**config.mk**
```make
export PLATFORM = sky130hd
export DESIGN_NAME = sbmq_ctrl
export DESIGN_NICKNAME = d
export VERILOG_FILES = /design/src/design/sbmq_pkg.sv /design/src/design/sbmq_ctrl.sv
export SDC_FILE = /design/constraint.sdc
export NUM_CORES = 1
export LEC_CHECK = 0
export BUFFER_PORTS_ARGS = -buffer_cell sky130_fd_sc_hd__buf_2
export CAP_MARGIN = 10
export CORE_AREA = 2 2 39 41
export CTS_BUF_LIST = sky130_fd_sc_hd__clkbuf_16
export DETAILED_ROUTE_END_ITERATION = 6
export DIE_AREA = 0 0 41 43
export GPL_TIMING_DRIVEN = 0
export PLACE_DENSITY = 0.67
export SLEW_MARGIN = 40
export SYNTH_ARGS = -nofsm -noshare
export SYNTH_HDL_FRONTEND = slang
export SYNTH_SLANG_ARGS = --single-unit
```
**constraint.sdc**
```tcl
create_clock -name clk -period 1.5 [get_ports clk]
set_input_delay 0.225 -clock clk [delete_from_list [all_inputs] [get_ports clk]]
set_output_delay 0.225 -clock clk [all_outputs]
set_load 0.005 [all_outputs]
```
**src/design/sbmq_pkg.sv**
```systemverilog
`default_nettype none
// ----------------------------------------------------------------------------
// sbmq_pkg
// Shared types and constants of the shared multi-queue sample buffer.
// ----------------------------------------------------------------------------
package sbmq_pkg;

	localparam int NODE_ID_W = 4;
	localparam int VALUE_W   = 32;
	localparam int RAND_W    = 16;
	localparam int POLICY_W  = 2;
	localparam int CAP_W     = 11;
	localparam int THR_W     = 6;
	localparam int FILL_W    = 11;
	localparam int CFG_W     = 11;
	localparam int CFG_IDX_W = 2;

	localparam logic [POLICY_W-1:0] POL_RANDOM = 2'd0;
	localparam logic [POLICY_W-1:0] POL_OLDEST = 2'd1;
	localparam logic [POLICY_W-1:0] POL_NEWEST = 2'd2;
	localparam logic [POLICY_W-1:0] POL_OFF    = 2'd3;

	localparam logic [CFG_IDX_W-1:0] REG_POLICY    = 2'd0;
	localparam logic [CFG_IDX_W-1:0] REG_CAPACITY  = 2'd1;
	localparam logic [CFG_IDX_W-1:0] REG_THRESHOLD = 2'd2;

	localparam logic [POLICY_W-1:0] POLICY_RST    = POL_RANDOM;
	localparam logic [CAP_W-1:0]    CAPACITY_RST  = 11'd256;
	localparam logic [THR_W-1:0]    THRESHOLD_RST = 6'd5;

	// controller to datapath
	typedef struct packed {
		logic accept;
		logic latch;
		logic qlen_rd_node;
		logic append;
		logic div_start_q;
		logic scan_init;
		logic scan_step;
		logic pos_fixed;
		logic div_start_e;
		logic pos_div;
		logic store_rd_pos;
		logic take_dval;
		logic shift_rd;
		logic shift_wr;
		logic finish;
		logic load_out;
	} sbmq_cmd_t;

	// datapath to controller
	typedef struct packed {
		logic in_range;
		logic is_full;
		logic pressure;
		logic div_done;
		logic scan_hit;
		logic pol_random;
		logic shift_more;
		logic out_free;
	} sbmq_sts_t;

endpackage
`default_nettype wire

```
**src/design/sbmq_ctrl.sv**
```systemverilog
`default_nettype none
// ----------------------------------------------------------------------------
// sbmq_ctrl
// Sequencer: append, pressure check, victim search, removal and gap closing.
// ----------------------------------------------------------------------------
module sbmq_ctrl
	import sbmq_pkg::*;
(
	input  wire logic      clk,
	input  wire logic      arst_n,
	input  wire logic      in_valid,
	output logic           in_ready,
	input  wire sbmq_sts_t sts,
	output sbmq_cmd_t      cmd
);
	typedef enum logic [3:0] {
		S_IDLE, S_LEN, S_CHK, S_DIVQ, S_SCAN, S_PLEN, S_DIVE,
		S_RD, S_RDW, S_SH, S_SHW, S_OUT
	} state_t;

	state_t state_q;
	state_t state_d;

	always_comb begin
		cmd      = '0;
		in_ready = 1'b0;
		state_d  = state_q;
		unique case (state_q)
			S_IDLE: begin
				in_ready   = 1'b1;
				cmd.accept = 1'b1;
				if (in_valid) begin
					cmd.latch        = 1'b1;
					cmd.qlen_rd_node = 1'b1;
					state_d          = S_LEN;
				end
			end
			S_LEN: begin
				if (!sts.in_range || sts.is_full) begin
					state_d = S_OUT;
				end else begin
					cmd.append = 1'b1;
					state_d    = S_CHK;
				end
			end
			S_CHK: begin
				if (sts.pressure) begin
					cmd.div_start_q = 1'b1;
					state_d         = S_DIVQ;
				end else begin
					state_d = S_OUT;
				end
			end
			S_DIVQ: begin
				if (sts.div_done) begin
					cmd.scan_init = 1'b1;
					state_d       = S_SCAN;
				end
			end
			S_SCAN: begin
				cmd.scan_step = 1'b1;
				if (sts.scan_hit) begin
					state_d = S_PLEN;
				end
			end
			S_PLEN: begin
				if (sts.pol_random) begin
					cmd.div_start_e = 1'b1;
					state_d         = S_DIVE;
				end else begin
					cmd.pos_fixed = 1'b1;
					state_d       = S_RD;
				end
			end
			S_DIVE: begin
				if (sts.div_done) begin
					cmd.pos_div = 1'b1;
					state_d     = S_RD;
				end
			end
			S_RD: begin
				cmd.store_rd_pos = 1'b1;
				state_d          = S_RDW;
			end
			S_RDW: begin
				cmd.take_dval = 1'b1;
				state_d       = S_SH;
			end
			S_SH: begin
				if (sts.shift_more) begin
					cmd.shift_rd = 1'b1;
					state_d      = S_SHW;
				end else begin
					cmd.finish = 1'b1;
					state_d    = S_OUT;
				end
			end
			S_SHW: begin
				cmd.shift_wr = 1'b1;
				state_d      = S_SH;
			end
			S_OUT: begin
				if (sts.out_free) begin
					cmd.load_out = 1'b1;
					state_d      = S_IDLE;
				end
			end
			default: state_d = S_IDLE;
		endcase
	end

	always_ff @(posedge clk or negedge arst_n) begin
		if (!arst_n) begin
			state_q <= S_IDLE;
		end else begin
			state_q <= state_d;
		end
	end
endmodule
`default_nettype wire

```
==> results of run 1 <==
==> what timing repair did <==
item | 4_1_cts | 5_1_grt
setup buffers | 3 | 4
pin swaps | 5 | 3
endpoints found under the setup margin | 17 | 16
cloned | 0 | 1
gates resized for setup | 17 | 23
hold buffers | 1 | 0
endpoints found under the hold margin | 4 | 0
==> worst max-delay path: cells and delay by family (launching register included) <==
family | cells | cell delay [ns]
flops | 1 | 0.44
simple gates | 2 | 0.53
buf+inv | 2 | 0.17
==> cells by family after synthesis <==
kind of cell | after synthesis | share of synthesized area
xor gates and xnor gates | 1 | 0.0193
DFF | 4 | 0.220
and+or+nand+nor | 32 | 0.402
AOI/OAI and AO/OA | 13 | 0.223
buffers and inverters | 13 | 0.135
==> final cells by class <==
cell class / count / area (µm²)
fillers: 110 / 497
repair buffers: 36 / 221
well taps: 16 / 20.0
clock buffers: 3 / 75.1
multi-input cells: 46 / 380
plain buffers: 5 / 60.1
inverters: 7 / 26.3
flip-flops and latches: 4 / 104
==> metrics by stage <==
stage	cell area, µm²	power [µW]
final	887	1810
after global routing	887	1930
after CTS	773	1530
after detailed placement	616	960
after global placement	616	954
after floorplan	460	755
==> synthesized netlist by cell type, types with 2 or more instances <==
library cell | count | area [µm²]
nor4_1 | 2 | 12.5
nand2_1 | 4 | 15.0
buf_4 | 3 | 22.5
or4b_1 | 2 | 20.0
inv_1 | 6 | 22.5
nor2_1 | 6 | 22.5
and4_1 | 2 | 17.5
nor3_1 | 9 | 45.0
o21ai_0 | 2 | 10.0
dfrtp_1 | 4 | 100
clkbuf_1 | 2 | 7.51
==> power breakdown <==
| group | total, µW | switching (µW) | internal [µW] | leakage [µW] |
|---|---|---|---|---|
| Clock | 417 | 76.1 | 341 | 0.0000370 |
| Sequential | 259 | 90.7 | 168 | 0.0000442 |
| Combinational | 1140 | 589 | 548 | 0.000348 |
| Total | 1810 | 755 | 1060 | 0.000429 |
==> path summary, 6_finish.rpt <==
path	slack (ns)	end	depth (start not counted)	startpoint
worst max-delay path	-0.08	cmd[14]	4	state_q[1]
worst min-delay path	0.34	state_q[2]	2	arst_n
worst max register to register	-0.04	state_q[0]	4	state_q[0]
worst min register to register	0.67	state_q[2]	2	state_q[3]
max in group asynchronous	1.03	state_q[1]	2	arst_n
min in group clk	0.37	state_q[0]	4	in_valid
==> metal layers <==
metal  up-vias  GRT usage  wire (µm)
li1        308          -          -
met1       301      0.231        611
met2        15      0.281        856
met3         2     0.0157         62
met4         0     0.0600         13
met5         -          0          0
==> flow_metrics.env, run 1 <==
export IMPL_p_per_area_nw_per_um2=2040
export IMPL_die_area_um2=1760
export IMPL_cts_sinks=4
export IMPL_syn_inst=63
export IMPL_drive_gt1_frac=0.653
export IMPL_port_buffers=27
export IMPL_clockBufferDepth=2
export IMPL_cp_common_cell="buf_6"
export IMPL_synth_top_flop_cell="dfrtp_1"
export IMPL_crit_fanout=5
export IMPL_fp_row_count=14
export IMPL_grt_max_degree=11
export IMPL_ios=28
export IMPL_layout_min_cycle_time_ns=1.58
export IMPL_cp_arrival_ns=1.35
export IMPL_hpwl_um=973
export IMPL_critPathKind="reg -> out"
export IMPL_fin_hold_ws_ns=0.342
export IMPL_status="complete, but fails checks"
export IMPL_finalHoldViolCount=0
export IMPL_synth_edf_count=0
export IMPL_drt_wl_total_mm=1.54
export IMPL_cts_buffers=3
export IMPL_fin_util=0.641
export IMPL_ys_types=32
export IMPL_largest_reg_flops=4
export IMPL_ir_drop_uv=1320
export IMPL_path_clk_slew_ns=0.03
export IMPL_h_tree_depth=1
export IMPL_grt_pass1_vias=529
export IMPL_drt_initial_drc_count=13
export IMPL_hold_class="in -> async"
export IMPL_antenna_left=0
export IMPL_yosysSeqAreaShare=0.220
export IMPL_cts_tree="built"
export IMPL_worst_setup_path_end_kind="primary output"
export IMPL_start_kind="flip-flop"
export IMPL_wl_per_cell_um=13.2
export IMPL_syn_num_nets=74
export IMPL_worstPathCellList="nor4_4 -> and2_4 -> buf_6 -> buf_6"
export IMPL_fmax_ghz=0.633
export IMPL_leakage_uw=0.000429
export IMPL_avgSynthCellArea_um2=7.21
export IMPL_violations="setup timing"
export IMPL_diodes=0
export IMPL_setup_tns_ns=-0.220
export IMPL_post_route_period_util=1.05
export IMPL_grt_pass1_wl_mm=2.19
export IMPL_grt_use_total=0.174
export IMPL_place_ws_ns=-0.0710
export IMPL_setup_ws_ns=-0.0794
export IMPL_drc=0
export IMPL_insertion_delay_ns=0.22
export IMPL_place_inst=106
export IMPL_async_flop_share=1.00
export IMPL_drtPass1Iterations=4
export IMPL_final_common_cell="buf_2"
export IMPL_clock_root_buffer="clkbuf_16"
export IMPL_stdcell_count=117
export IMPL_synth_seq_cells=4
export IMPL_synthToLayoutAreaGrowth_pct=95.3
export IMPL_fin_skew_ns=0.00196
export IMPL_setup_viol=4
export IMPL_finalNetCount=114
export IMPL_die_h_um=43
export IMPL_vias_per_cell=5.35
export IMPL_reg_largest_list="state_q (4)"
export IMPL_ys_warn_count=0
export IMPL_drv_slew=0
export IMPL_top_register="state_q"
export IMPL_slowest_stage="dfrtp_2"
export IMPL_rsz0062_at_grt="yes"
export IMPL_slowest_delay_ns=0.44
export IMPL_maxCapViolations=0
export IMPL_vias=626
export IMPL_start_util=0.328
export IMPL_coreArea_um2=1380
export IMPL_antenna_found_initial=0
export IMPL_grt_overflow=0
export IMPL_place_congestion=0.786
export IMPL_cp_required_ns=1.27
export IMPL_max_slew_margin=0.711
export IMPL_mostFrequentLayoutCells="buf_2, buf_6, nor3_2, buf_4"
export IMPL_syn_cell_area_um2=454
export IMPL_die_x_um=41
export IMPL_tightest_slew_ns=0.432
Power figures use the tool's default switching activity.
==> run 2, diff against run 1 <==
--- a/config.mk
+++ b/config.mk
@@ -12,7 +12,7 @@
 export DETAILED_ROUTE_END_ITERATION = 6
 export DIE_AREA = 0 0 41 43
 export GPL_TIMING_DRIVEN = 0
-export PLACE_DENSITY = 0.67
+export PLACE_DENSITY = 0.69
 export SLEW_MARGIN = 40
 export SYNTH_ARGS = -nofsm -noshare
 export SYNTH_HDL_FRONTEND = slang
==> flow_metrics.env, run 2 (synthesis results as in run 1) <==
export IMPL_slowest_stage="dfrtp_2"
export IMPL_drive_gt1_frac=0.577
export IMPL_hpwl_um=966
export IMPL_vias_per_cell=5.40
export IMPL_place_congestion=0.808
export IMPL_wl_per_cell_um=12.6
export IMPL_drtPass1Iterations=4
export IMPL_cp_top_family="simple AND/OR/NAND/NOR gates"
export IMPL_setup_viol=3
export IMPL_maxCapViolations=0
export IMPL_status="complete, but fails checks"
export IMPL_stdcell_count=113
export IMPL_crit_fanout=6
export IMPL_top_register="state_q"
export IMPL_start_util=0.328
export IMPL_start_kind="flip-flop"
export IMPL_die_area_um2=1760
export IMPL_comb_power_share=0.598
export IMPL_cp_required_ns=1.27
export IMPL_hold_class="in -> async"
export IMPL_drv_slew=0
export IMPL_grt_pass1_vias=511
export IMPL_h_tree_depth=1
export IMPL_fin_hold_ws_ns=0.349
export IMPL_clock_root_buffer="clkbuf_16"
export IMPL_slowest_delay_ns=0.44
export IMPL_place_inst=106
export IMPL_drt_initial_drc_count=9
export IMPL_cts_sinks=4
export IMPL_reg_largest_list="state_q (4)"
export IMPL_p_sw_uw=669
export IMPL_post_route_period_util=1.01
export IMPL_finalNetCount=110
export IMPL_rsz0062_at_grt="yes"
export IMPL_tightest_slew_ns=0.479
export IMPL_fill_cells=128
export IMPL_clockBufferDepth=2
export IMPL_clkPwrFrac=0.245
export IMPL_coreArea_um2=1380
export IMPL_finalHoldViolCount=0
export IMPL_worstPathCellList="nor4_4 -> and2_4 -> buf_2"
export IMPL_leakage_uw=0.000395
export IMPL_die_h_um=43
export IMPL_cts_buffers=3
export IMPL_grt_pass1_wl_mm=2.13
export IMPL_swShare=0.406
export IMPL_ir_drop_uv=1410
export IMPL_ios=28
export IMPL_fmax_ghz=0.657
export IMPL_final_common_cell="buf_2"
export IMPL_critPathKind="reg -> out"
export IMPL_grt_use_total=0.170
export IMPL_cts_tree="built"
export IMPL_fp_row_count=14
export IMPL_p_per_area_nw_per_um2=2030
export IMPL_diodes=0
export IMPL_seq_power_share=0.157
export IMPL_antenna_left=0
export IMPL_max_slew_margin=0.680
export IMPL_synthToLayoutAreaGrowth_pct=79.1
export IMPL_grt_max_degree=11
export IMPL_internal_power_uw=978
export IMPL_antenna_found_initial=0
export IMPL_setup_ws_ns=-0.0221
export IMPL_vias=610
export IMPL_layout_min_cycle_time_ns=1.52
export IMPL_fin_skew_ns=0.00120
export IMPL_path_clk_slew_ns=0.03
export IMPL_grt_overflow=0
export IMPL_mostFrequentLayoutCells="buf_2, inv_1, nor3_1, buf_4, nor2_1"
export IMPL_drt_wl_total_mm=1.42
export IMPL_insertion_delay_ns=0.22
export IMPL_cp_arrival_ns=1.30
export IMPL_worst_setup_path_end_kind="primary output"
export IMPL_cp_num_buf_inv=1
export IMPL_largest_reg_flops=4
export IMPL_drc=0
export IMPL_violations="setup timing"
export IMPL_die_x_um=41
export IMPL_port_buffers=27
[run 2: changes by cell type in the layout (fill, tap and decap cells not counted), sizes merged]
cell and delta:
clkbuf +1, buf -5
[run 2: cell type report]
type | count | area (µm²) | area share
inverters | 7 | 26.3 | 0.0323
well taps | 16 | 20.0 | 0.0246
plain buffers | 4 | 43.8 | 0.0538
clock buffers | 3 | 75.1 | 0.0923
flip-flops and latches | 4 | 104 | 0.128
repair buffers | 33 | 193 | 0.237
multi-input cells | 46 | 352 | 0.432
[run 2: power groups by stage]
stage / clock, µW / combinational (µW) / sequential [µW]
6_report: 404 / 984 / 259
5_1_grt: 423 / 1090 / 270
4_1_cts: 407 / 844 / 260
3_5_place_dp: 0 / 732 / 234
3_3_place_gp: 0 / 721 / 230
2_1_floorplan: 0 / 540 / 216
[run 2: stage by stage]
| step | setup TNS, ns | utilization | area (µm²) | setup slack (ns) | total power [µW] |
|---|---|---|---|---|---|
| after floorplan | 0 | - | 460 | 0.0476 | 755 |
| after global placement | -0.133 | 0.445 | 616 | -0.0432 | 951 |
| after detailed placement | -0.166 | 0.445 | 616 | -0.0941 | 966 |
| after CTS | -0.0743 | 0.544 | 753 | -0.0516 | 1510 |
| after global routing | -0.570 | 0.588 | 813 | -0.105 | 1780 |
| final | -0.0614 | 0.588 | 813 | -0.0221 | 1650 |
[run 2: worst paths after layout]
path,from,end,slack [ns],cells past startpoint
setup / recovery,state_q[1],cmd[13],-0.02,3
hold reg to reg,state_q[3],state_q[2],0.64,2
hold / removal,arst_n,state_q[1],0.35,2
max in group asynchronous,arst_n,state_q[2],1.02,2
setup reg to reg,state_q[0],state_q[0],-0.02,4
min in group clk,in_valid,state_q[0],0.38,4
[run 2: repair_timing]
item                       CTS  global route
pin swaps                    6             1
hold endpoints to repair     4             0
cloned                       0             1
gates resized for setup     16            12
setup endpoints to repair   17            16
hold buffers                 1             0
setup buffers                2             2
[run 2: layer usage]
layer | global-route usage | wire (µm) | up-vias
met2 | 0.291 | 758 | 19
li1 | - | - | 299
met1 | 0.227 | 613 | 292
met3 | 0.0157 | 49 | 0
met4 | 0.0200 | 0 | 0
met5 | 0 | 0 | -
[run 2: worst reg2reg max path: cells and delay by family (launching register included)]
kind / cells / cell delay, ns
AO/OA/AOI/OAI: 2 / 0.39
flip-flops: 1 / 0.44
AND/OR/NAND/NOR: 2 / 0.59
